==> src/rtl/imfrm_pkg.sv <==
package imfrm_pkg;

  localparam int unsigned PAYLOAD_BYTES = 31;
  localparam int unsigned PAY_IDX_W     = $clog2(PAYLOAD_BYTES);
  localparam logic [15:0] GOOD_LEN      = 16'(PAYLOAD_BYTES + 1);

  localparam logic [7:0] HEADER_BYTE = 8'hAA;
  localparam logic [7:0] IMU_COMMAND = 8'h81;

  localparam int unsigned CFG_W     = 32;
  localparam int unsigned CFG_IDX_W = 2;

  localparam logic [CFG_IDX_W-1:0] REG_SHORT = 2'd0;
  localparam logic [CFG_IDX_W-1:0] REG_LATE1 = 2'd1;
  localparam logic [CFG_IDX_W-1:0] REG_LATE2 = 2'd2;
  localparam logic [CFG_IDX_W-1:0] REG_LATE3 = 2'd3;

  localparam logic [CFG_W-1:0] SHORT_RST = 32'd5000;
  localparam logic [CFG_W-1:0] LATE1_RST = 32'd20000;
  localparam logic [CFG_W-1:0] LATE2_RST = 32'd40000;
  localparam logic [CFG_W-1:0] LATE3_RST = 32'd60000;

  typedef struct packed {
    logic [7:0]  seq_id;
    logic [15:0] heading;
    logic [31:0] pos_x_bits;
    logic [31:0] pos_y_bits;
    logic [15:0] right_range_mm;
    logic [15:0] left_range_mm;
    logic [7:0]  motion_dir;
    logic [31:0] interval_us;
    logic        gap_flag;
    logic [1:0]  late_class;
    logic        short_flag;
    logic [31:0] lost_total;
  } res_t;

endpackage

==> src/rtl/imfrm_in_if.sv <==
interface imfrm_in_if;
  logic        valid;
  logic        ready;
  logic [7:0]  rx_byte;
  logic [31:0] stamp_us;

  modport source (output valid, output rx_byte, output stamp_us, input ready);
  modport sink (input valid, input rx_byte, input stamp_us, output ready);
endinterface

==> src/rtl/imfrm_out_if.sv <==
interface imfrm_out_if;
  logic        valid;
  logic        ready;
  logic [7:0]  seq_id;
  logic [15:0] heading;
  logic [31:0] pos_x_bits;
  logic [31:0] pos_y_bits;
  logic [15:0] right_range_mm;
  logic [15:0] left_range_mm;
  logic [7:0]  motion_dir;
  logic [31:0] interval_us;
  logic        gap_flag;
  logic [1:0]  late_class;
  logic        short_flag;
  logic [31:0] lost_total;

  modport source (
    output valid, input ready,
    output seq_id, output heading, output pos_x_bits, output pos_y_bits,
    output right_range_mm, output left_range_mm, output motion_dir,
    output interval_us, output gap_flag, output late_class, output short_flag,
    output lost_total
  );
  modport sink (
    input valid, output ready,
    input seq_id, input heading, input pos_x_bits, input pos_y_bits,
    input right_range_mm, input left_range_mm, input motion_dir,
    input interval_us, input gap_flag, input late_class, input short_flag,
    input lost_total
  );
endinterface

==> src/rtl/imu_frame_receiver_monitor_top.sv <==
// IMU frame receiver with link-quality monitor.
// in_if carries one received UART byte and its microsecond arrival stamp per
// transfer. The parser hunts for header 0xAA, reads a big-endian 16-bit length
// L and then L+1 body bytes (command, payload, unchecked check byte).
// A frame with command 0x81 and L == 32 yields one transfer on out_if: the
// decoded fields, sequence gap flag, saturating lost count, and the interval
// since the previous good frame classed against the cfg limits.
// Throughput: one byte per cycle while in_if.ready is high. The check byte's
// stamp goes into a one-entry frame stage; the monitor math (one 32-bit
// subtract, then compares) runs from that stage into the output register,
// which takes the result whenever it is empty or being read by out_if.
// Stalls: while out_if is stalled the output register holds; a further good
// frame waits in the frame stage and in_if.ready drops only while both are full.
// Reset (rst_n low, synchronous) returns the parser to header hunt, clears the
// monitor history and lost count, loads the default limits and empties both
// stages. cfg_we writes register cfg_idx: 0 short, 1 late1, 2 late2, 3 late3.
module imu_frame_receiver_monitor_top (
  input  logic                            clk,
  input  logic                            rst_n,
  imfrm_in_if.sink                        in_if,
  imfrm_out_if.source                     out_if,
  input  logic                            cfg_we,
  input  logic [imfrm_pkg::CFG_IDX_W-1:0] cfg_idx,
  input  logic [imfrm_pkg::CFG_W-1:0]     cfg_wdata
);

  localparam logic [1:0] PH_HUNT   = 2'd0;
  localparam logic [1:0] PH_LEN_HI = 2'd1;
  localparam logic [1:0] PH_LEN_LO = 2'd2;
  localparam logic [1:0] PH_BODY   = 2'd3;

  logic [31:0] short_lim_r, late1_lim_r, late2_lim_r, late3_lim_r;

  logic [1:0]  phase_r, phase_nxt;
  logic [15:0] len_r, len_nxt;
  logic [15:0] idx_r, idx_nxt;
  logic [7:0]  cmd_r, cmd_nxt;
  logic [7:0]  pay_r [imfrm_pkg::PAYLOAD_BYTES];
  logic        pay_we;
  logic [imfrm_pkg::PAY_IDX_W-1:0] pay_addr;
  logic        frame_good;

  logic        pend_r, pend_nxt;
  logic [31:0] pend_stamp_r;

  logic [7:0]  prev_seq_r;
  logic        prev_seen_r;
  logic [31:0] prev_stamp_r;
  logic [31:0] lost_r, lost_nxt;

  logic             out_valid_r, out_valid_nxt;
  imfrm_pkg::res_t  res_r, res_nxt;

  logic in_xfer, advance;
  logic [31:0] interval;
  logic [7:0]  id;
  logic        gap;
  logic [1:0]  late;
  logic        shrt;

  assign advance   = pend_r && (!out_valid_r || out_if.ready);
  assign in_if.ready = !pend_r || advance;
  assign in_xfer   = in_if.valid && in_if.ready;

  // Byte parser
  always_comb begin
    phase_nxt  = phase_r;
    len_nxt    = len_r;
    idx_nxt    = idx_r;
    cmd_nxt    = cmd_r;
    pay_we     = 1'b0;
    pay_addr   = imfrm_pkg::PAY_IDX_W'(idx_r - 16'd1);
    frame_good = 1'b0;
    if (in_xfer) begin
      unique case (phase_r)
        PH_HUNT: begin
          if (in_if.rx_byte == imfrm_pkg::HEADER_BYTE) phase_nxt = PH_LEN_HI;
        end
        PH_LEN_HI: begin
          len_nxt   = {in_if.rx_byte, 8'h00};
          phase_nxt = PH_LEN_LO;
        end
        PH_LEN_LO: begin
          len_nxt   = {len_r[15:8], in_if.rx_byte};
          idx_nxt   = '0;
          phase_nxt = PH_BODY;
        end
        PH_BODY: begin
          if (idx_r == '0) cmd_nxt = in_if.rx_byte;
          else if (idx_r <= 16'(imfrm_pkg::PAYLOAD_BYTES)) pay_we = 1'b1;
          if (idx_r >= len_r) begin
            frame_good = (cmd_r == imfrm_pkg::IMU_COMMAND) &&
                         (len_r == imfrm_pkg::GOOD_LEN);
            phase_nxt  = PH_HUNT;
            idx_nxt    = '0;
          end else begin
            idx_nxt = idx_r + 16'd1;
          end
        end
        default: phase_nxt = PH_HUNT;
      endcase
    end
  end

  assign pend_nxt = (pend_r && !advance) || frame_good;

  // Monitor math on the pending frame; payload is stable while it waits
  always_comb begin
    id       = pay_r[0];
    interval = 32'd0;
    gap      = 1'b0;
    late     = 2'd0;
    shrt     = 1'b0;
    lost_nxt = lost_r;
    if (prev_seen_r) begin
      interval = pend_stamp_r - prev_stamp_r;
      gap      = (prev_seq_r + 8'd1) != id;
      if (gap && (lost_r != '1)) lost_nxt = lost_r + 32'd1;
      priority if (interval > late3_lim_r) late = 2'd3;
      else if (interval > late2_lim_r) late = 2'd2;
      else if (interval > late1_lim_r) late = 2'd1;
      else late = 2'd0;
      shrt = interval < short_lim_r;
    end

    res_nxt.seq_id         = id;
    res_nxt.heading        = {pay_r[6], pay_r[7]};
    res_nxt.pos_x_bits     = {pay_r[18], pay_r[19], pay_r[20], pay_r[21]};
    res_nxt.pos_y_bits     = {pay_r[22], pay_r[23], pay_r[24], pay_r[25]};
    res_nxt.right_range_mm = {pay_r[26], pay_r[27]};
    res_nxt.left_range_mm  = {pay_r[28], pay_r[29]};
    res_nxt.motion_dir     = pay_r[30];
    res_nxt.interval_us    = interval;
    res_nxt.gap_flag       = gap;
    res_nxt.late_class     = late;
    res_nxt.short_flag     = shrt;
    res_nxt.lost_total     = lost_nxt;
  end

  assign out_valid_nxt = advance || (out_valid_r && !out_if.ready);

  always_ff @(posedge clk) begin
    if (!rst_n) begin
      short_lim_r  <= imfrm_pkg::SHORT_RST;
      late1_lim_r  <= imfrm_pkg::LATE1_RST;
      late2_lim_r  <= imfrm_pkg::LATE2_RST;
      late3_lim_r  <= imfrm_pkg::LATE3_RST;
      phase_r      <= PH_HUNT;
      len_r        <= '0;
      idx_r        <= '0;
      cmd_r        <= '0;
      pend_r       <= 1'b0;
      prev_seq_r   <= '0;
      prev_seen_r  <= 1'b0;
      prev_stamp_r <= '0;
      lost_r       <= '0;
      out_valid_r  <= 1'b0;
    end else begin
      if (cfg_we) begin
        unique case (cfg_idx)
          imfrm_pkg::REG_SHORT: short_lim_r <= cfg_wdata;
          imfrm_pkg::REG_LATE1: late1_lim_r <= cfg_wdata;
          imfrm_pkg::REG_LATE2: late2_lim_r <= cfg_wdata;
          imfrm_pkg::REG_LATE3: late3_lim_r <= cfg_wdata;
          default: ;
        endcase
      end
      phase_r     <= phase_nxt;
      len_r       <= len_nxt;
      idx_r       <= idx_nxt;
      cmd_r       <= cmd_nxt;
      pend_r      <= pend_nxt;
      out_valid_r <= out_valid_nxt;
      if (advance) begin
        prev_seq_r   <= id;
        prev_seen_r  <= 1'b1;
        prev_stamp_r <= pend_stamp_r;
        lost_r       <= lost_nxt;
      end
    end
  end

  // Payload storage and datapath registers
  always_ff @(posedge clk) begin
    if (pay_we) pay_r[pay_addr] <= in_if.rx_byte;
    if (frame_good) pend_stamp_r <= in_if.stamp_us;
    if (advance) res_r <= res_nxt;
  end

  assign out_if.valid          = out_valid_r;
  assign out_if.seq_id         = res_r.seq_id;
  assign out_if.heading        = res_r.heading;
  assign out_if.pos_x_bits     = res_r.pos_x_bits;
  assign out_if.pos_y_bits     = res_r.pos_y_bits;
  assign out_if.right_range_mm = res_r.right_range_mm;
  assign out_if.left_range_mm  = res_r.left_range_mm;
  assign out_if.motion_dir     = res_r.motion_dir;
  assign out_if.interval_us    = res_r.interval_us;
  assign out_if.gap_flag       = res_r.gap_flag;
  assign out_if.late_class     = res_r.late_class;
  assign out_if.short_flag     = res_r.short_flag;
  assign out_if.lost_total     = res_r.lost_total;

endmodule

==> src/flat_wrapper.sv <==
// flat-port wrapper written by rule: the top's interface ports become plain ports
module imu_frame_receiver_monitor_top_flat 
  (clk, rst_n, cfg_we, cfg_idx, cfg_wdata, in_if_valid, in_if_rx_byte, in_if_stamp_us, in_if_ready, out_if_valid, out_if_ready, out_if_seq_id, out_if_heading, out_if_pos_x_bits, out_if_pos_y_bits, out_if_right_range_mm, out_if_left_range_mm, out_if_motion_dir, out_if_interval_us, out_if_gap_flag, out_if_late_class, out_if_short_flag, out_if_lost_total);
  imfrm_in_if in_if_i ();
  imfrm_out_if out_if_i ();
  input  logic clk;
  input  logic rst_n;
  input  logic cfg_we;
  input  logic [imfrm_pkg::CFG_IDX_W-1:0] cfg_idx;
  input  logic [imfrm_pkg::CFG_W-1:0] cfg_wdata;
  input wire logic [$bits(in_if_i.valid)-1:0] in_if_valid;
  input wire logic [$bits(in_if_i.rx_byte)-1:0] in_if_rx_byte;
  input wire logic [$bits(in_if_i.stamp_us)-1:0] in_if_stamp_us;
  output wire logic [$bits(in_if_i.ready)-1:0] in_if_ready;
  output wire logic [$bits(out_if_i.valid)-1:0] out_if_valid;
  input wire logic [$bits(out_if_i.ready)-1:0] out_if_ready;
  output wire logic [$bits(out_if_i.seq_id)-1:0] out_if_seq_id;
  output wire logic [$bits(out_if_i.heading)-1:0] out_if_heading;
  output wire logic [$bits(out_if_i.pos_x_bits)-1:0] out_if_pos_x_bits;
  output wire logic [$bits(out_if_i.pos_y_bits)-1:0] out_if_pos_y_bits;
  output wire logic [$bits(out_if_i.right_range_mm)-1:0] out_if_right_range_mm;
  output wire logic [$bits(out_if_i.left_range_mm)-1:0] out_if_left_range_mm;
  output wire logic [$bits(out_if_i.motion_dir)-1:0] out_if_motion_dir;
  output wire logic [$bits(out_if_i.interval_us)-1:0] out_if_interval_us;
  output wire logic [$bits(out_if_i.gap_flag)-1:0] out_if_gap_flag;
  output wire logic [$bits(out_if_i.late_class)-1:0] out_if_late_class;
  output wire logic [$bits(out_if_i.short_flag)-1:0] out_if_short_flag;
  output wire logic [$bits(out_if_i.lost_total)-1:0] out_if_lost_total;
  assign in_if_i.valid = in_if_valid;
  assign in_if_i.rx_byte = in_if_rx_byte;
  assign in_if_i.stamp_us = in_if_stamp_us;
  assign in_if_ready = in_if_i.ready;
  assign out_if_valid = out_if_i.valid;
  assign out_if_i.ready = out_if_ready;
  assign out_if_seq_id = out_if_i.seq_id;
  assign out_if_heading = out_if_i.heading;
  assign out_if_pos_x_bits = out_if_i.pos_x_bits;
  assign out_if_pos_y_bits = out_if_i.pos_y_bits;
  assign out_if_right_range_mm = out_if_i.right_range_mm;
  assign out_if_left_range_mm = out_if_i.left_range_mm;
  assign out_if_motion_dir = out_if_i.motion_dir;
  assign out_if_interval_us = out_if_i.interval_us;
  assign out_if_gap_flag = out_if_i.gap_flag;
  assign out_if_late_class = out_if_i.late_class;
  assign out_if_short_flag = out_if_i.short_flag;
  assign out_if_lost_total = out_if_i.lost_total;
  imu_frame_receiver_monitor_top u_core (.clk(clk), .rst_n(rst_n), .in_if(in_if_i), .out_if(out_if_i), .cfg_we(cfg_we), .cfg_idx(cfg_idx), .cfg_wdata(cfg_wdata));
endmodule
==> config.mk <==
export PLATFORM = sky130hd
export DESIGN_NAME = imu_frame_receiver_monitor_top_flat
export DESIGN_NICKNAME = d
export VERILOG_FILES = /design/src/rtl/imfrm_pkg.sv /design/src/rtl/imfrm_in_if.sv /design/src/rtl/imfrm_out_if.sv /design/src/rtl/imu_frame_receiver_monitor_top.sv /design/src/flat_wrapper.sv
export SDC_FILE = /design/constraint.sdc
export NUM_CORES = 1
export LEC_CHECK = 0
export BUFFER_PORTS_ARGS = -buffer_cell sky130_fd_sc_hd__buf_2
export CAP_MARGIN = 20
export CORE_ASPECT_RATIO = 0.7
export CORE_MARGIN = 2
export CORE_UTILIZATION = 59
export CTS_CLUSTER_SIZE = 20
export DETAILED_ROUTE_END_ITERATION = 10
export GPL_ROUTABILITY_DRIVEN = 0
export GPL_TIMING_DRIVEN = 0
export PLACE_DENSITY = 0.8
export SETUP_SLACK_MARGIN = 0.4
export SLEW_MARGIN = 20
export SYNTH_ARGS = -nofsm -noshare
export SYNTH_HDL_FRONTEND = slang
export SYNTH_SLANG_ARGS = --single-unit
==> constraint.sdc <==
create_clock -name clk -period 8.33 [get_ports clk]
set_input_delay 0.833 -clock clk [delete_from_list [all_inputs] [get_ports clk]]
set_output_delay 0.833 -clock clk [all_outputs]
set_load 0.02 [all_outputs]
* Yosys cells after proc, flatten, opt, wreduce, memory -nomap -nowiden
Memories as Yosys holds them, arrays and structs flattened. A register that Yosys moved wholly into a read port is not among the register bits. Cells that the tools add are included. Widths: inputs -> output; s select.
Operators by class: $add $sub $neg 5, multiply operators 0, div/mod/pow operators 0, magnitude comparators 6, equality and inequality tests 13, shifts and indexed selects 0, mux-type cells 20, bitwise operators 1, reduce and logical (&&, ||, !) cells 28
Operators by type and width (count):
- $gt 32x32->1 | 3
- $mux 32 | 2
- $pmux 16 s2 | 2
- $add 32x1->32 const B | 1
- $lt 32x32->1 | 1
- $ne 32x32->1 const B | 1
- $sub 32x32->32 | 1
- $add 16x1->16 const B | 1
- $eq 16x6->1 const B | 1
- $eq 8x8->1 const B | 2
- $ge 16x16->1 | 1
- $le 16x5->1 const B | 1
- $logic_not 16->1 | 1
- $mux 16 | 1
- $reduce_and 2->1 | 6
- $mux 1 | 10
- $reduce_and 3->1 | 3
- $add 8x1->8 const B | 1
- $eq 2x2->1 const B | 4
- $mux 2 | 4
- $ne 8x8->1 | 1
- $pmux 2 s4 | 1
- $logic_and 1x1->1 | 6
- $sub 5x1->5 const B | 1
- 7 further kinds | 17
Storage, ports and cells: register bits 353, bits in latches 0, RAM bits 248, ROM bits 0, input bits 79, output and inout bits 198, word-level logic and storage cells 96, memories kept 1
Memories:
- u_core.pay_r | depth 31, width 8, rd ports 16, clocked after Yosys merged registers in 15, wr ports 1, RTL line imu_frame_receiver_monitor_top.sv:38 | logic [7:0] pay_r [imfrm_pkg::PAYLOAD_BYTES];

* Longest topological paths before layout
Gate-level depths: netlist (run 1).
depth in word-level cells 8, gate-level depth with buffers 21, depth with buffers taken out 21

* Worst setup path after synthesis (run 1)
Ideal clock, no wire load.
path kind input-to-reg, start point in out_if_ready, end point reg out_if_heading[0] (netlist name), library setup time 0.637 ns, arrival time 6.685 ns, data required time 7.693 ns, setup slack 1.008 ns, stages 4, buffers on the path 1, path through nand2b_1 -> nand2_1 -> clkinv_1 -> clkbuf_1
On the way: cells in the longest elaborated chain, start to end 2
Ends and longest elaborated chain:
- start, declared | RTL line flat_wrapper.sv:16 | input wire logic [$bits(out_if_i.ready)-1:0] out_if_ready;
- $logic_or 1x1->1 | RTL line imu_frame_receiver_monitor_top.sv:61 | assign advance = pend_r && (!out_valid_r || out_if.ready);
- $logic_and 1x1->1 | RTL line imu_frame_receiver_monitor_top.sv:61
- net u_core.advance | RTL line imu_frame_receiver_monitor_top.sv:54 | logic in_xfer, advance;
The timed path passes the listed nets, and every way through them passes these cells. A chain may end at the register's enable or synchronous reset.

* Worst setup path after layout (run 1)
start point reg u_core.pend_stamp_r[0], end point reg u_core.res_r (netlist bit u_core.out_if.late_class[0]) (data pin)
On the way: cells in the longest elaborated chain, start to end 5, elaborated cells on any way between the ends 7, those cells by class add/sub: 1; order compare: 3; mux: 3
Ends and longest elaborated chain:
- start, declared | RTL line imu_frame_receiver_monitor_top.sv:44 | logic [31:0] pend_stamp_r;
- start signal, assigned | RTL line imu_frame_receiver_monitor_top.sv:186 | if (frame_good) pend_stamp_r <= in_if.stamp_us;
- $sub 32x32->32 * | RTL line imu_frame_receiver_monitor_top.sv:116 | interval = pend_stamp_r - prev_stamp_r;
- $gt 32x32->1 | RTL line imu_frame_receiver_monitor_top.sv:121 | else if (interval > late1_lim_r) late = 2'd1;
- $mux 1 | RTL line imu_frame_receiver_monitor_top.sv:121
- $mux 2 | RTL line imu_frame_receiver_monitor_top.sv:120 | else if (interval > late2_lim_r) late = 2'd2;
- $mux 2 * | RTL line imu_frame_receiver_monitor_top.sv:119 | priority if (interval > late3_lim_r) late = 2'd3;
- end signal, assigned | RTL line imu_frame_receiver_monitor_top.sv:187 | if (advance) res_r <= res_nxt;
- end, declared | RTL line imu_frame_receiver_monitor_top.sv:52 | imfrm_pkg::res_t res_r, res_nxt;
Every way passes the cells marked *; elsewhere a longest branch is shown, timed or not.

==> results.py, run 1 <==
metrics = {
    "critical_path": {
        "r2r_end": "u_core.out_if.late_class[0]",
        "end_kind": "register",
        "cp_data_arrival_time_ns": 6.25,
        "worst_r2r_path_depth": 20,
        "critPathMaxFanout": 4,
        "ff2ff_setup_slack_ns": 2.43,
        "criticalPathCategory": "reg -> reg",
        "worstPathRequired_ns": 8.68,
        "worstSetupStartpointType": "register",
        "r2r_start": "u_core.pend_stamp_r[0]",
    },
    "power": {
        "finalPower_w": 0.00591,
        "leakagePower_nw": 11.1,
        "power_density_nw_per_um2": 194,
        "peakVddDrop_mv": 0.149,
    },
    "sta": {
        "rsz0062_at_grt": "no",
        "hold_violations": 0,
        "post-route-period-util_pct": 70.8,
        "setup_viol": 0,
        "drv_slew": 0,
        "finClkSkew_ns": 0.0265,
        "relSlewSlack_pct": 18.8,
        "finalSetupTns_ns": 0,
        "fmax_ghz": 0.170,
        "worstMarginPinSlew_ns": 1.21,
        "min_period_ns": 5.90,
    },
    "global_routing": {
        "met2_usage_pct": 46.8,
        "grt_use_met1_pct": 42.5,
        "grt_pass1_wl_mm": 108,
        "grtUsageMet3_pct": 5.99,
        "grtUsageTotal_pct": 30.0,
        "top_usage_layer": "met2",
        "grt_max_degree": 61,
        "grt_overflow": 0,
        "grt_pass1_vias": 19100,
        "antenna_found_initial": 4,
    },
    "synth": {
        "ys_warn_count": 0,
        "seq_area_frac_synth_pct": 59.0,
        "synth_top_area_cell": "edfxtp_1",
        "synthTopCellsByArea": "edfxtp_1, dfxtp_1, ha_1",
        "synth_area_sq_um": 26400,
        "synth_edf_count": 356,
        "yosysMostFrequentCell": "nand2_1",
        "syn_inst": 2438,
        "syn_nets": 2704,
        "syn_area_per_cell_sq_um": 10.8,
        "netlist_top_cells_count": "nand2_1, edfxtp_1, dfxtp_1",
        "ys_ff_latch": 601,
        "ys_types": 65,
        "synth_ff_type": "edfxtp_1",
        "async_flop_share_pct": 0,
        "synth_top_area_share_pct": 40.4,
    },
    "hold_path": {
        "hold_path_startpoint": "in_if_stamp_us[29]",
        "holdPathEnd": "u_core.pend_stamp_r[29]",
        "hold_class": "in -> reg",
        "holdPathStages": 1,
    },
    "detailed_routing": {
        "wl_mm": 71.3,
        "first_pass_iters": 6,
        "vias": 20200,
        "antenna_left": 0,
        "remaining_drc_errors": 0,
        "routedWlPerCell_um": 20.9,
        "drt_iter0_markers": 2244,
        "via_per_inst": 5.91,
    },
    "cts": {
        "clk_latency_ns": 0.61,
        "numClockSinks": 601,
        "numCtsBuffers": 54,
        "post_cts_buffers": 0,
        "htreeDepth": 2,
        "cts_tree": "done",
        "clk_pin_slew_ns": 0.07,
        "ctsLongestPathBuffers": 3,
        "cts_hold_buf": 0,
        "clock-root-buffer": "clkbuf_16",
        "cts_resized": 0,
    },
    "die": {
        "die_h_um": 181,
        "core-area_sq_um": 44000,
        "initial_utilization_pct": 60.1,
        "row_count": 64,
        "ios": 277,
        "die_area_sq_um": 46500,
        "die-width_um": 257,
    },
    "cells_and_area": {
        "drive_above_1_share_pct": 13.7,
        "instances_no_fill": 3412,
        "utilization_pct": 69.4,
        "nets": 3039,
        "syn2layout_area_growth_pct": 15.4,
        "register_area_sq_um": 15600,
        "postLayoutCellArea_sq_um": 30500,
        "multi_input_area_sq_um": 9780,
        "fill_cells": 3019,
    },
    "placed_design": {
        "dpl.hpwl_mm": 51.8,
        "port_buffers": 275,
        "post_dp_cell_area_sq_um": 28700,
        "dpl.cell_count": 3311,
    },
    "run": {
        "drv_cap": 0,
    },
    "status": {
        "status": "finished clean",
    },
}
## layout make-up
| class | count | area share [%] |
|---|---|---|
| sequential | 601 | 51.1 |
| clock buffer | 68 | 4.73 |
| multi-input combinational | 1551 | 32.1 |
| antenna | 3 | 0.0246 |
| tap | 594 | 2.44 |
| clock inverter | 30 | 1.26 |
| inverter | 192 | 2.36 |
| buffer | 94 | 1.19 |
| timing repair buffer | 279 | 4.81 |
## sequential cells by signal, summed over array words and instances, names as in the netlist, 16 cells and up
| name | count |
|---|---|
| u_core.idx_r | 16 |
| u_core.prev_stamp_r | 32 |
| u_core.len_r | 16 |
| u_core.out_if.lost_total | 32 |
| u_core.pend_stamp_r | 32 |
| u_core.short_lim_r | 32 |
| out_if_pos_x_bits | 32 |
| u_core.late3_lim_r | 32 |
| u_core.lost_r | 32 |
| u_core.late1_lim_r | 32 |
| out_if_heading | 16 |
| out_if_pos_y_bits | 32 |
| u_core.pay_r | 128 |
| u_core.late2_lim_r | 32 |
| out_if_right_range_mm | 16 |
| out_if_left_range_mm | 16 |
| u_core.out_if.interval_us | 32 |
## kinds of logic (layout without fill, tap and decap cells)
kind of cell | Yosys count | in the layout | synth area share [%]
compound gates | 433 | 433 | 9.79
buf+inv | 286 | 663 | 4.08
fa+ha+maj | 187 | 187 | 8.88
flops | 601 | 601 | 59.0
xor+xnor | 107 | 107 | 3.54
mux | 18 | 18 | 0.686
simple gates | 806 | 806 | 14.0
other cells | 0 | 3 | 0
## routing by layer
metal | part of all wire (%) | routed length [um]
met1 | 41 | 29300
met2 | 46 | 32800
met3 | 10 | 7260
met4 | 2.7 | 1940
met5 | 0 | 0
## critical path: stages (launching register included)
cell	delay (ns)
edfxtp_1	0.39
inv_1	0.08
ha_1	0.18
inv_1	0.06
fa_1	0.40
a21o_1	0.20
a221oi_1	0.40
o21ai_0	0.30
a31o_2	0.35
o21ai_0	0.29
o211ai_1	0.16
a31oi_1	0.38
xnor2_1	0.31
ha_1	0.38
nand4_1	0.14
nor2_1	0.30
nand4_1	0.19
nor3_1	0.53
a211oi_1	0.16
a31oi_1	0.31
o41ai_1	0.11
## cell usage in the layout (no fill, tap or decap), drive strengths merged, types with 4 or more instances in the layout
master  instances
mux2i          17
nor2          127
nor4b           8
and3           18
dfxtp         245
nand2         400
and4            6
o21a           15
xor2           43
o21ai          44
a21o           49
clkbuf        153
nor3b          12
a31oi           6
or3             5
nand4          48
clkinv         20
a211oi         10
nor2b          15
bufinv          6
nand3          51
a31o            4
o41ai           5
o31ai           5
o21bai          4
nand2b         12
and2           31
o211ai         31
or2             6
nor4           28
ha            186
xnor2          64
buf           288
edfxtp        356
nor3           28
inv           194
a21oi         238
## how the worst max path moves through the flow
| stage | slack (ns) | endpoint | start |
|---|---|---|---|
| detailed placement | 2.68 | u_core.out_if.late_class[0] | u_core.pend_stamp_r[0] |
| global placement | -1.51 | u_core.out_if.lost_total[13] | out_if_ready |
| global route | 2.19 | u_core.out_if.late_class[0] | u_core.pend_stamp_r[0] |
| CTS | 2.64 | u_core.out_if.late_class[0] | u_core.pend_stamp_r[0] |
| finish | 2.43 | u_core.out_if.late_class[0] | u_core.pend_stamp_r[0] |
| floorplan | 1.01 | out_if_heading[0] | out_if_ready |
## report_power, final
part / internal, W / switching (W) / leakage (nW)
combinational: 0.0000590 / 0.000131 / 5.10
clock: 0.00143 / 0.00113 / 0.886
sequential: 0.00315 / 0.0000101 / 5.16
total: 0.00463 / 0.00127 / 11.1
## per-stage QoR
stage	setup slack (ns)	hold slack [ns]
final	2.43	0.389
after global routing	2.19	0.373
after CTS	2.64	0.377
after detailed placement	2.68	0.405
after global placement	-1.51	0.402
after floorplan	1.01	0.400
Power figures use the tool's default switching activity.
==> run 2: changes to the inputs <==
--- a/config.mk
+++ b/config.mk
@@ -9,12 +9,12 @@
 export CAP_MARGIN = 20
 export CORE_ASPECT_RATIO = 0.7
 export CORE_MARGIN = 2
-export CORE_UTILIZATION = 59
+export CORE_UTILIZATION = 53
 export CTS_CLUSTER_SIZE = 20
 export DETAILED_ROUTE_END_ITERATION = 10
 export GPL_ROUTABILITY_DRIVEN = 0
 export GPL_TIMING_DRIVEN = 0
-export PLACE_DENSITY = 0.8
+export PLACE_DENSITY = 0.76
 export SETUP_SLACK_MARGIN = 0.4
 export SLEW_MARGIN = 20
 export SYNTH_ARGS = -nofsm -noshare
==> constraint.sdc (replaced) <==
create_clock -name clk -period 5 [get_ports clk]
set_input_delay 0.5 -clock clk [delete_from_list [all_inputs] [get_ports clk]]
set_output_delay 0.5 -clock clk [all_outputs]
set_load 0.02 [all_outputs]
==> run 2 against run 1 <==
Non-clock buffer count rose by 28. Combinational power grew 69%. Highest routed layer is now met5. Largest cell class unchanged. Setup slack worse by 2.2 ns.
==> results.py, run 2 (synthesis results as in run 1) <==
metrics = {
    "sta": {
        "worstMarginPinSlew_ns": 0.990,
        "fmax_ghz": 0.210,
        "hold_violations": 0,
        "drv_slew": 0,
        "finClkSkew_ns": 0.0384,
        "rsz0062_at_grt": "yes",
        "whs_ns": 0.0372,
        "relSlewSlack_pct": 33.5,
        "setup_viol": 0,
        "post-route-period-util_pct": 95.3,
        "min_period_ns": 4.76,
    },
    "power": {
        "seqPwrFrac_pct": 53.2,
        "p_sw_share_pct": 21.5,
        "combPwrFrac_pct": 3.2,
        "power_density_nw_per_um2": 315,
        "leakagePower_nw": 11.5,
        "p_int_w": 0.00776,
        "peakVddDrop_mv": 0.283,
        "p_switching_w": 0.00213,
        "finalPower_w": 0.00989,
        "clkPwrFrac_pct": 43.6,
    },
    "placed_design": {
        "port_buffers": 275,
        "post_dp_cell_area_sq_um": 28700,
        "dpl.hpwl_mm": 50.7,
    },
    "critical_path": {
        "cp_data_arrival_time_ns": 5.13,
        "worstPathRequired_ns": 5.37,
        "worstSetupStartpointType": "register",
        "criticalPathCategory": "reg -> reg",
        "end_kind": "register",
        "critPathMaxFanout": 4,
    },
    "cells_and_area": {
        "utilization_pct": 63.6,
        "regMostFlops": "u_core.pay_r",
        "layout_common_cells": "nand2_1, edfxtp_1, buf_2",
        "drive_above_1_share_pct": 16.9,
        "syn2layout_area_growth_pct": 18.6,
        "postLayoutCellArea_sq_um": 31400,
        "largest_reg_flops": 128,
        "nets": 3069,
        "layout_commonest_cell": "nand2_1",
    },
    "detailed_routing": {
        "drt_iter0_markers": 2242,
        "wl_mm": 71.0,
        "routedWlPerCell_um": 20.2,
        "vias": 20300,
        "first_pass_iters": 6,
        "via_per_inst": 5.75,
        "antenna_left": 0,
        "remaining_drc_errors": 0,
    },
    "hold_path": {
        "hold_class": "in -> reg",
    },
    "die": {
        "die_area_sq_um": 51700,
        "initial_utilization_pct": 53.7,
        "die_h_um": 191,
        "row_count": 68,
        "die-width_um": 271,
        "ios": 277,
        "core-area_sq_um": 49300,
    },
    "global_routing": {
        "grt_max_degree": 104,
        "grt_pass1_vias": 19300,
        "grtUsageTotal_pct": 26.7,
        "grt_pass1_wl_mm": 107,
        "antenna_found_initial": 4,
        "grt_overflow": 0,
    },
    "cts": {
        "htreeDepth": 2,
        "ctsLongestPathBuffers": 3,
        "clk_latency_ns": 0.63,
        "numClockSinks": 601,
        "clk_pin_slew_ns": 0.07,
        "numCtsBuffers": 56,
        "cts_tree": "done",
        "clock-root-buffer": "clkbuf_16",
        "cts_hold_buf": 0,
    },
    "run": {
        "drv_cap": 0,
    },
    "status": {
        "status": "finished clean",
    },
}
run 2: cell types whose count changed in the layout (fill, tap and decap cells not counted), sizes merged:
cell / before / now
clkinv: 20 / 21
inv: 194 / 192
clkinvlp: 2 / 1
buf: 288 / 316
diode: 3 / 6
bufinv: 6 / 3
clkbuf: 153 / 165
run 2: path summary, 6_finish.rpt:
| kind | from | endpoint | slack [ns] | cells past startpoint |
|---|---|---|---|---|
| worst min register to register | u_core.pay_r[29][1] | out_if_left_range_mm[1] | 0.39 | 0 |
| worst min-delay path | in_if_stamp_us[15] | u_core.pend_stamp_r[15] | 0.04 | 1 |
| worst max-delay path | u_core.pend_stamp_r[0] | u_core.out_if.late_class[0] | 0.24 | 22 |
| worst max register to register | u_core.pend_stamp_r[0] | u_core.out_if.late_class[0] | 0.24 | 22 |
run 2: metrics by stage:
stage / cells / TNS (ns) / setup slack [ns]
after floorplan: 2438 / 0 / 0.509
after global placement: 3378 / -52.15 / -0.408
after detailed placement: 3381 / -1.08 / -0.498
after CTS: 3504 / 0 / 0.360
after global routing: 3516 / 0 / 0.222
final: 3521 / 0 / 0.236
run 2: final cells by class:
type / instances / area, sq um
Clock inverter: 25 / 260
Fill cell: 3635 / 17900
Inverter: 192 / 721
Multi-Input combinational cell: 1551 / 10300
Clock buffer: 80 / 1610
Timing Repair Buffer: 307 / 1680
Tap cell: 665 / 832
Antenna cell: 6 / 15.0
Sequential cell: 601 / 15600
Buffer: 94 / 372
run 2: per-layer routing:
layer | up-vias | global-route usage [%] | wire length (um)
li1 | 9285 | - | -
met1 | 9860 | 37.8 | 30800
met2 | 943 | 42.1 | 31900
met3 | 170 | 4.52 | 6240
met4 | 2 | 8.78 | 2070
met5 | - | 0 | 8
run 2: power by group through the flow:
stage	clock, W	combinational (W)	sequential, W
after global placement	0	0.000292	0.00536
after floorplan	0	0.000158	0.00536
after CTS	0.00436	0.000310	0.00526
after detailed placement	0	0.000306	0.00537
final	0.00431	0.000321	0.00526
after global routing	0.00455	0.000348	0.00526
run 2: repair_timing:
item / CTS / global route
buffers inserted: 18 / 11
cloned: 0 / 0
endpoints found under the setup margin: 3 / 3
pin swaps: 26 / 25
resized for setup: 60 / 22
run 2: worst max-delay path: stages, from the launching register on:
cell      delay (ns)
edfxtp_1        0.44
inv_2           0.09
ha_4            0.13
inv_2           0.03
fa_2            0.33
a21o_1          0.22
a221oi_4        0.34
o21ai_4         0.13
a31oi_4         0.28
o21ai_2         0.11
a21o_1          0.22
a21oi_4         0.24
xnor2_4         0.13
ha_2            0.21
a21o_1          0.17
a21o_1          0.18
a21o_1          0.17
a21o_1          0.17
a221oi_2        0.31
nor2_1          0.09
o211ai_1        0.26
buf_4           0.18
o41ai_2         0.06
==> run 3: changes to the inputs <==
--- a/config.mk
+++ b/config.mk
@@ -14,7 +14,7 @@
 export DETAILED_ROUTE_END_ITERATION = 10
 export GPL_ROUTABILITY_DRIVEN = 0
 export GPL_TIMING_DRIVEN = 0
-export PLACE_DENSITY = 0.76
+export PLACE_DENSITY = 0.85
 export SETUP_SLACK_MARGIN = 0.4
 export SLEW_MARGIN = 20
 export SYNTH_ARGS = -nofsm -noshare
==> run 3 against run 2 <==
Sequential cell count stayed put. Sequential power is essentially flat. Non-clock buffer count down 3. Highest routed layer unchanged. Via count is 2.9% higher. Sequential share of layout area about the same. Clock power shrank 1%. Design area is essentially flat. Setup slack better by 0.037 ns.
==> results.py, run 3 (synthesis results as in run 1) <==
metrics = {
    "cts": {
        "clk_latency_ns": 0.66,
        "cts_tree": "done",
        "numClockSinks": 601,
        "cts_hold_buf": 0,
        "htreeDepth": 2,
        "numCtsBuffers": 55,
        "ctsLongestPathBuffers": 3,
        "clock-root-buffer": "clkbuf_16",
        "clk_pin_slew_ns": 0.07,
    },
    "sta": {
        "setup_viol": 0,
        "relSlewSlack_pct": 29.4,
        "worstMarginPinSlew_ns": 1.06,
        "rsz0062_at_grt": "yes",
        "finalSetupTns_ns": 0,
        "drv_slew": 0,
        "setup_ws_ns": 0.274,
        "fmax_ghz": 0.212,
        "post-route-period-util_pct": 94.5,
        "min_period_ns": 4.73,
        "finClkSkew_ns": 0.0952,
        "hold_violations": 0,
    },
    "global_routing": {
        "grt_max_degree": 103,
        "grtUsageTotal_pct": 27.8,
        "grt_overflow": 0,
        "grt_pass1_wl_mm": 112,
        "antenna_found_initial": 7,
        "grt_pass1_vias": 20000,
    },
    "detailed_routing": {
        "met3_length_mm": 8.72,
        "antenna_left": 0,
        "routedWlPerCell_um": 21.2,
        "wl_mm": 74.7,
        "first_pass_iters": 7,
        "vias": 20800,
        "via_per_inst": 5.93,
        "met2_wirelength_mm": 34.9,
        "wl_met1_mm": 28.3,
        "remaining_drc_errors": 0,
        "top_layer_used": "met5",
        "drt_iter0_markers": 2531,
    },
    "die": {
        "core-area_sq_um": 49300,
        "ios": 277,
        "die_area_sq_um": 51700,
        "die_h_um": 191,
        "row_count": 68,
        "die-width_um": 271,
        "initial_utilization_pct": 53.7,
    },
    "cells_and_area": {
        "largest_reg_flops": 128,
        "layout_commonest_cell": "nand2_1",
        "nets": 3065,
        "layout_common_cells": "nand2_1, edfxtp_1, buf_2",
        "postLayoutCellArea_sq_um": 31300,
        "drive_above_1_share_pct": 17.0,
        "fill_cells": 3456,
        "syn2layout_area_growth_pct": 18.5,
        "regMostFlops": "u_core.pay_r",
    },
    "critical_path": {
        "ff2ff_setup_slack_ns": 0.27,
        "crit_family": "compound AO/OA/AOI/OAI gates",
        "end_kind": "register",
        "critPathMaxFanout": 4,
        "cp_data_arrival_time_ns": 5.10,
        "path_cells": "inv_2 -> ha_4 -> buf_4 -> nor2b_1 -> o2111a_1 -> o211ai_1 -> buf_4 -> a211oi_4 -> nor4_4 -> o311a_1 -> a21oi_4 -> xnor2_4 -> ha_4 -> nand4_1 -> nor2_2 -> nand4_1 -> nor3_4 -> a211oi_2 -> a31oi_2 -> o41ai_2",
        "criticalPathCategory": "reg -> reg",
        "worst_r2r_path_depth": 20,
        "worstPathRequired_ns": 5.37,
        "slowest_delay_ns": 0.41,
        "r2r_end": "u_core.out_if.late_class[0]",
        "worstSetupStartpointType": "register",
        "slowest_stage": "edfxtp_1",
        "path_buf_inv": 3,
        "r2r_start": "u_core.pend_stamp_r[0]",
    },
    "hold_path": {
        "hold_path_startpoint": "in_if_stamp_us[14]",
        "holdPathEnd": "u_core.pend_stamp_r[14]",
        "hold_class": "in -> reg",
        "holdPathStages": 1,
    },
    "placed_design": {
        "place_ws_ns": -0.638,
        "port_buffers": 275,
        "post_dp_cell_area_sq_um": 28700,
        "dpl.hpwl_mm": 51.4,
    },
    "status": {
        "status": "finished clean",
    },
    "power": {
        "finalPower_w": 0.00983,
        "power_density_nw_per_um2": 314,
        "seqPwrFrac_pct": 53.5,
        "p_int_w": 0.00763,
        "p_sw_share_pct": 22.4,
        "peakVddDrop_mv": 0.281,
        "combPwrFrac_pct": 3.3,
        "leakagePower_nw": 11.4,
        "p_switching_w": 0.00220,
        "clkPwrFrac_pct": 43.2,
    },
    "run": {
        "drv_cap": 0,
    },
}
==> run 3: changes by cell type in the layout (fill, tap and decap cells not counted), moves of 3 or more <==
cell	before	now
clkbuf_8	9	6
clkbuf_4	5	0
nor2_2	0	3
buf_4	28	24
nor2_1	127	124
clkinvlp_4	1	4
clkinv_2	9	14
==> run 3: worst reg2reg max path, cell delays in order, from the launching register on <==
cell and delay, ns:
edfxtp_1 0.41, inv_2 0.06, ha_4 0.17, buf_4 0.13
nor2b_1 0.16, o2111a_1 0.26, o211ai_1 0.15, buf_4 0.19
a211oi_4 0.37, nor4_4 0.12, o311a_1 0.41, a21oi_4 0.22
xnor2_4 0.15, ha_4 0.32, nand4_1 0.13, nor2_2 0.19
nand4_1 0.22, nor3_4 0.30, a211oi_2 0.11, a31oi_2 0.28
o41ai_2 0.11
==> run 3: power by group through the flow <==
| stage | combinational (W) | clock (W) | sequential (W) |
|---|---|---|---|
| after floorplan | 0.000158 | 0 | 0.00536 |
| after global placement | 0.000287 | 0 | 0.00536 |
| after detailed placement | 0.000304 | 0 | 0.00537 |
| after CTS | 0.000310 | 0.00427 | 0.00526 |
| after global routing | 0.000352 | 0.00446 | 0.00526 |
| final | 0.000324 | 0.00425 | 0.00526 |
==> run 3: final cells by class <==
cell class | instances | area (sq um) | area share (%)
multi-input combinational | 1551 | 10300 | 32.9
buffer | 94 | 372 | 1.19
clock buffer | 67 | 1470 | 4.70
clock inverter | 36 | 358 | 1.14
antenna | 5 | 12.5 | 0.0399
tap | 665 | 832 | 2.66
sequential | 601 | 15600 | 49.8
timing repair buffer | 304 | 1670 | 5.33
inverter | 192 | 721 | 2.30
==> run 3: how the worst max path moves through the flow <==
stage	cells after the start	startpoint	endpoint	slack, ns
2_1_floorplan	21	u_core.pend_stamp_r[0]	u_core.out_if.late_class[1]	0.51
3_3_place_gp	20	u_core.pend_stamp_r[0]	u_core.out_if.late_class[0]	-0.50
3_5_place_dp	21	u_core.pend_stamp_r[0]	u_core.out_if.late_class[1]	-0.64
4_1_cts	20	u_core.pend_stamp_r[0]	u_core.out_if.late_class[0]	0.35
5_1_grt	19	u_core.pend_stamp_r[16]	u_core.out_if.late_class[0]	0.10
6_report	20	u_core.pend_stamp_r[0]	u_core.out_if.late_class[0]	0.27
==> run 3: per-layer routing <==
layer  vias to the layer above  GRT usage (%)
met5                         -              0
met4                         2           9.67
met3                       269           6.81
met2                      1346           45.5
met1                      9954           36.4
li1                       9275              -
==> run 3: metrics by stage <==
step | hold WS [ns] | util, % | instances
3_5_place_dp | 0.405 | 58.3 | 3380
6_report | 0.0355 | 63.6 | 3515
5_1_grt | 0.0255 | 63.6 | 3512
3_3_place_gp | 0.401 | 58.2 | 3378
2_1_floorplan | 0.400 | - | 2438
4_1_cts | 0.0166 | 62.9 | 3498
==> run 3: timing repair <==
action,4_1_cts,5_1_grt
resized for setup,51,37
pin swaps,18,25
buffers inserted,15,12
setup endpoints to repair,3,3
